--- src/hdl/dtc_pkg.sv ---
// ----------------------------------------------------------------------------
// Domino tiling counter package
// Field widths and the controller state type shared by the block's files.
// ----------------------------------------------------------------------------
`default_nettype none

package dtc_pkg;

  // Width of a grid side on the input channel
  localparam int SIDE_W = 4;

  // Width of one stored tiling count and of the delivered result
  localparam int COUNT_W     = 64;
  localparam int COUNT_OUT_W = 63;

  // Controller states
  typedef enum logic [1:0] {
    ST_IDLE,
    ST_ROW,
    ST_DRAIN,
    ST_FINISH
  } dtc_state_t;

endpackage

`default_nettype wire

--- src/hdl/dtc_fit.sv ---
// ----------------------------------------------------------------------------
// Profile transition check
// Tells whether a row with incoming profile from_mask can be completed so
// that it leaves profile to_mask: no cell covered twice, and every horizontal
// gap (bounded by covered cells or the grid edge) of even length.
// ----------------------------------------------------------------------------
`default_nettype none

module dtc_fit #(
  parameter int MAX_SIDE = 11
) (
  input  logic [MAX_SIDE-1:0]        from_mask,
  input  logic [MAX_SIDE-1:0]        to_mask,
  input  logic [dtc_pkg::SIDE_W-1:0] width,
  output logic                       fit
);

  import dtc_pkg::*;

  // Walk the columns with a one-bit run parity
  always_comb begin
    logic [MAX_SIDE-1:0] filled;
    logic                odd;
    logic                ok;
    logic                blocked;
    filled  = from_mask | to_mask;
    odd     = 1'b0;
    ok      = ((from_mask & to_mask) == '0);
    blocked = 1'b0;
    for (int col = 0; col < MAX_SIDE; col++) begin
      blocked = (SIDE_W'(col) >= width) || filled[col];
      if (blocked) begin
        if (odd) begin
          ok = 1'b0;
        end
        odd = 1'b0;
      end else begin
        odd = ~odd;
      end
    end
    if (odd) begin
      ok = 1'b0;
    end
    fit = ok;
  end

endmodule

`default_nettype wire

--- config.mk ---
export PLATFORM = sky130hd
export DESIGN_NAME = dtc_fit
export DESIGN_NICKNAME = d
export VERILOG_FILES = /design/src/hdl/dtc_pkg.sv /design/src/hdl/dtc_fit.sv
export SDC_FILE = /design/constraint.sdc
export NUM_CORES = 1
export LEC_CHECK = 0
export BUFFER_PORTS_ARGS = -buffer_cell sky130_fd_sc_hd__buf_2
export CAP_MARGIN = 25
export CORE_AREA = 4 4 41 43
export DETAILED_ROUTE_END_ITERATION = 16
export DIE_AREA = 0 0 45 47
export GPL_TIMING_DRIVEN = 0
export SLEW_MARGIN = 20
export SYNTH_ARGS = -nofsm -noshare
export SYNTH_HDL_FRONTEND = slang
export SYNTH_SLANG_ARGS = --single-unit
--- constraint.sdc ---
create_clock -name vclk -period 3.7
set_input_delay 0.185 -clock vclk [all_inputs]
set_output_delay 0.185 -clock vclk [all_outputs]
set_load 0.02 [all_outputs]
==> results.sh <==
export IMPL_avgViaCountPerCell=5.500
export IMPL_switchingPower_mw=0.02441
export IMPL_yosys_warnings=0
export IMPL_tightest_slew_ps=540.8
export IMPL_cp_start_kind="input port"
export IMPL_seq_area_frac_synth_pct=0
export IMPL_pwr_share_clk_pct=0
export IMPL_switching_share_pct=50.19
export IMPL_design_seq_count=0
export IMPL_avgRoutedWirePerCell_um=12.34
export IMPL_drt_iter0_drc=5
export IMPL_port_buffers=27
export IMPL_cp_startpoint="width[1]"
export IMPL_fin_crit_sh_pct=60.05
export IMPL_grt_max_degree=11
export IMPL_p_total_mw=0.04863
export IMPL_power_density_nw_per_um2=97.91
export IMPL_wirelength_mm=1.111
export IMPL_placed_area_um2=496.7
export IMPL_vias=495
export IMPL_nFillCells=152
export IMPL_cp_max_fo=8
export IMPL_drv_cap=0
export IMPL_drc=0
export IMPL_met1_usage_pct=15.06
export IMPL_drt_pass1_iterations=2
export IMPL_combPwrFrac_pct=100.0
export IMPL_grt_overflow_total=0
export IMPL_nets=103
export IMPL_core_area_um2=1301
export IMPL_yosysUniqueCellTypes=30
export IMPL_grt_util_met3_pct=0
export IMPL_post_route_cell_area_um2=496.7
export IMPL_syn_num_nets=74
export IMPL_fin_util_pct=38.17
export IMPL_status="finished clean"
export IMPL_dp_cells=90
export IMPL_initial_core_util_pct=26.35
export IMPL_syn2layout_area_growth_pct=44.89
export IMPL_final_cells=90
export IMPL_dp_hpwl_um=964
export IMPL_antenna_left=0
export IMPL_rsz0062_at_grt="false"
export IMPL_syn_inst=48
export IMPL_ios=27
export IMPL_crit_type="input port to output pin"
export IMPL_syn_avg_cell_area_um2=7.142
export IMPL_pwr_share_seq_pct=0
export IMPL_dieArea_um2=2115
export IMPL_ctsResizeCount=0
export IMPL_slew_violations=0
export IMPL_drive_above_1_share_pct=45.33
export IMPL_leakagePower_nw=0.2020
export IMPL_n_clock_buffer=0
export IMPL_max_slew_margin_pct=63.49
export IMPL_antenna_cells=0
export IMPL_setup_tns_ps=0
export IMPL_top_usage_layer="met2"
export IMPL_final_setup_viol_count=0
export IMPL_period_minus_slack_ps=2222
export IMPL_regArea_um2=0
export IMPL_grt_antenna_before_repair=0
export IMPL_intPower_mw=0.02423
export IMPL_critPathArrivalTime_ps=2040
export IMPL_crit_required_ps=3510
export IMPL_finalHoldViolations=0
export IMPL_grt_pass1_vias=420
export IMPL_die_h_um=47
export IMPL_hold_class="input port to output pin"
export IMPL_hp_start="to_mask[6]"
export IMPL_track_usage_pct=10.78
export IMPL_gp_congestion=0.7666
export IMPL_vdd_drop_max_mv=0.04311
export IMPL_ctsHoldBuffers=0
export IMPL_timing_critical_path_to_type="output pin"
export IMPL_final_common_cell="buf_2"
export IMPL_use_met2_pct=19.77
export IMPL_grt_pass1_wl_mm=1.787
export IMPL_syn_area_um2=342.8
export IMPL_post_cts_buffers=0
export IMPL_final_cell_mix="buf_2, nor2_1, a21oi_1"
export IMPL_rows=13
export IMPL_dieWidth_um=45
export IMPL_fmax_mhz=450.1
==> through the flow <==
stage	hold slack, ps	setup WS (ps)
finish	945.5	1478
global route	1004	1202
CTS	946.9	1472
detailed placement	940.4	1481
global placement	936.1	1495
floorplan	668.9	1596
==> routing by layer <==
metal  routed length (um)  vias to the layer above
met5                    0                        -
met3                   72                        0
met2                  536                       16
met4                    0                        0
met1                  502                      221
li1                     -                      258
==> power groups by stage <==
stage	Combinational (mW)	Clock (mW)	Sequential, mW
2_1_floorplan	0.0255	0	0
3_3_place_gp	0.0476	0	0
3_5_place_dp	0.0485	0	0
4_1_cts	0.0486	0	0
5_1_grt	0.0542	0	0
6_report	0.0486	0	0
==> cells by family (layout without fill, tap and decap cells) <==
| kind of cell | after synthesis | after routing | share of synthesized area, % |
|---|---|---|---|
| buffers and inverters | 1 | 28 | 1.458 |
| XOR/XNOR | 2 | 2 | 5.110 |
| multiplexers | 1 | 1 | 3.284 |
| AND/OR/NAND/NOR | 24 | 24 | 40.88 |
| AO/OA/AOI/OAI | 20 | 20 | 49.27 |
==> worst paths after layout <==
check                 endpoint  depth (start not counted)
worst max-delay path       fit                          9
worst min-delay path       fit                          5
==> cells in the mapped netlist <==
| master | n | share of area, % |
|---|---|---|
| nand4_1 | 1 | 1.8 |
| nand4b_1 | 1 | 2.6 |
| a22o_1 | 1 | 2.6 |
| nand2_1 | 1 | 1.1 |
| o211ai_2 | 1 | 3.6 |
| buf_2 | 1 | 1.5 |
| or2_1 | 1 | 1.8 |
| xnor2_1 | 1 | 2.6 |
| a222oi_1 | 1 | 2.9 |
| a31oi_1 | 1 | 1.8 |
| o211ai_1 | 2 | 4.4 |
| a22oi_1 | 3 | 6.6 |
| a221oi_1 | 1 | 2.6 |
| o2111ai_1 | 1 | 2.6 |
| a21oi_1 | 4 | 5.8 |
| or3_4 | 1 | 3.3 |
| o22ai_1 | 1 | 1.8 |
| nand3b_1 | 1 | 2.2 |
| a211oi_1 | 2 | 4.4 |
| xor2_1 | 1 | 2.6 |
| mux2_2 | 1 | 3.3 |
| nor3_1 | 3 | 4.4 |
| nor4b_1 | 2 | 5.1 |
| and3_1 | 1 | 1.8 |
| o311ai_0 | 1 | 2.6 |
| or3_1 | 2 | 3.6 |
| or2_2 | 2 | 3.6 |
| nand2b_1 | 1 | 1.8 |
| a311oi_4 | 1 | 7.7 |
| nor2_1 | 7 | 7.7 |
==> layout make-up <==
| class | count | area [um^2] | share of cell area [%] |
|---|---|---|---|
| multi-input cells | 47 | 337.8 | 68.01 |
| repair buffers | 27 | 135.1 | 27.20 |
| well taps | 15 | 18.77 | 3.778 |
| plain buffers | 1 | 5.005 | 1.008 |
==> worst max-delay path, stage by stage <==
cell and delay [ps]:
buf_2 150, or3_4 430, a311oi_4 280, o22ai_1 180, o211ai_2 200, xnor2_1 130
a22oi_1 100, nor3_1 190, buf_2 190
Note: power is estimated with default switching activity, not from simulation.
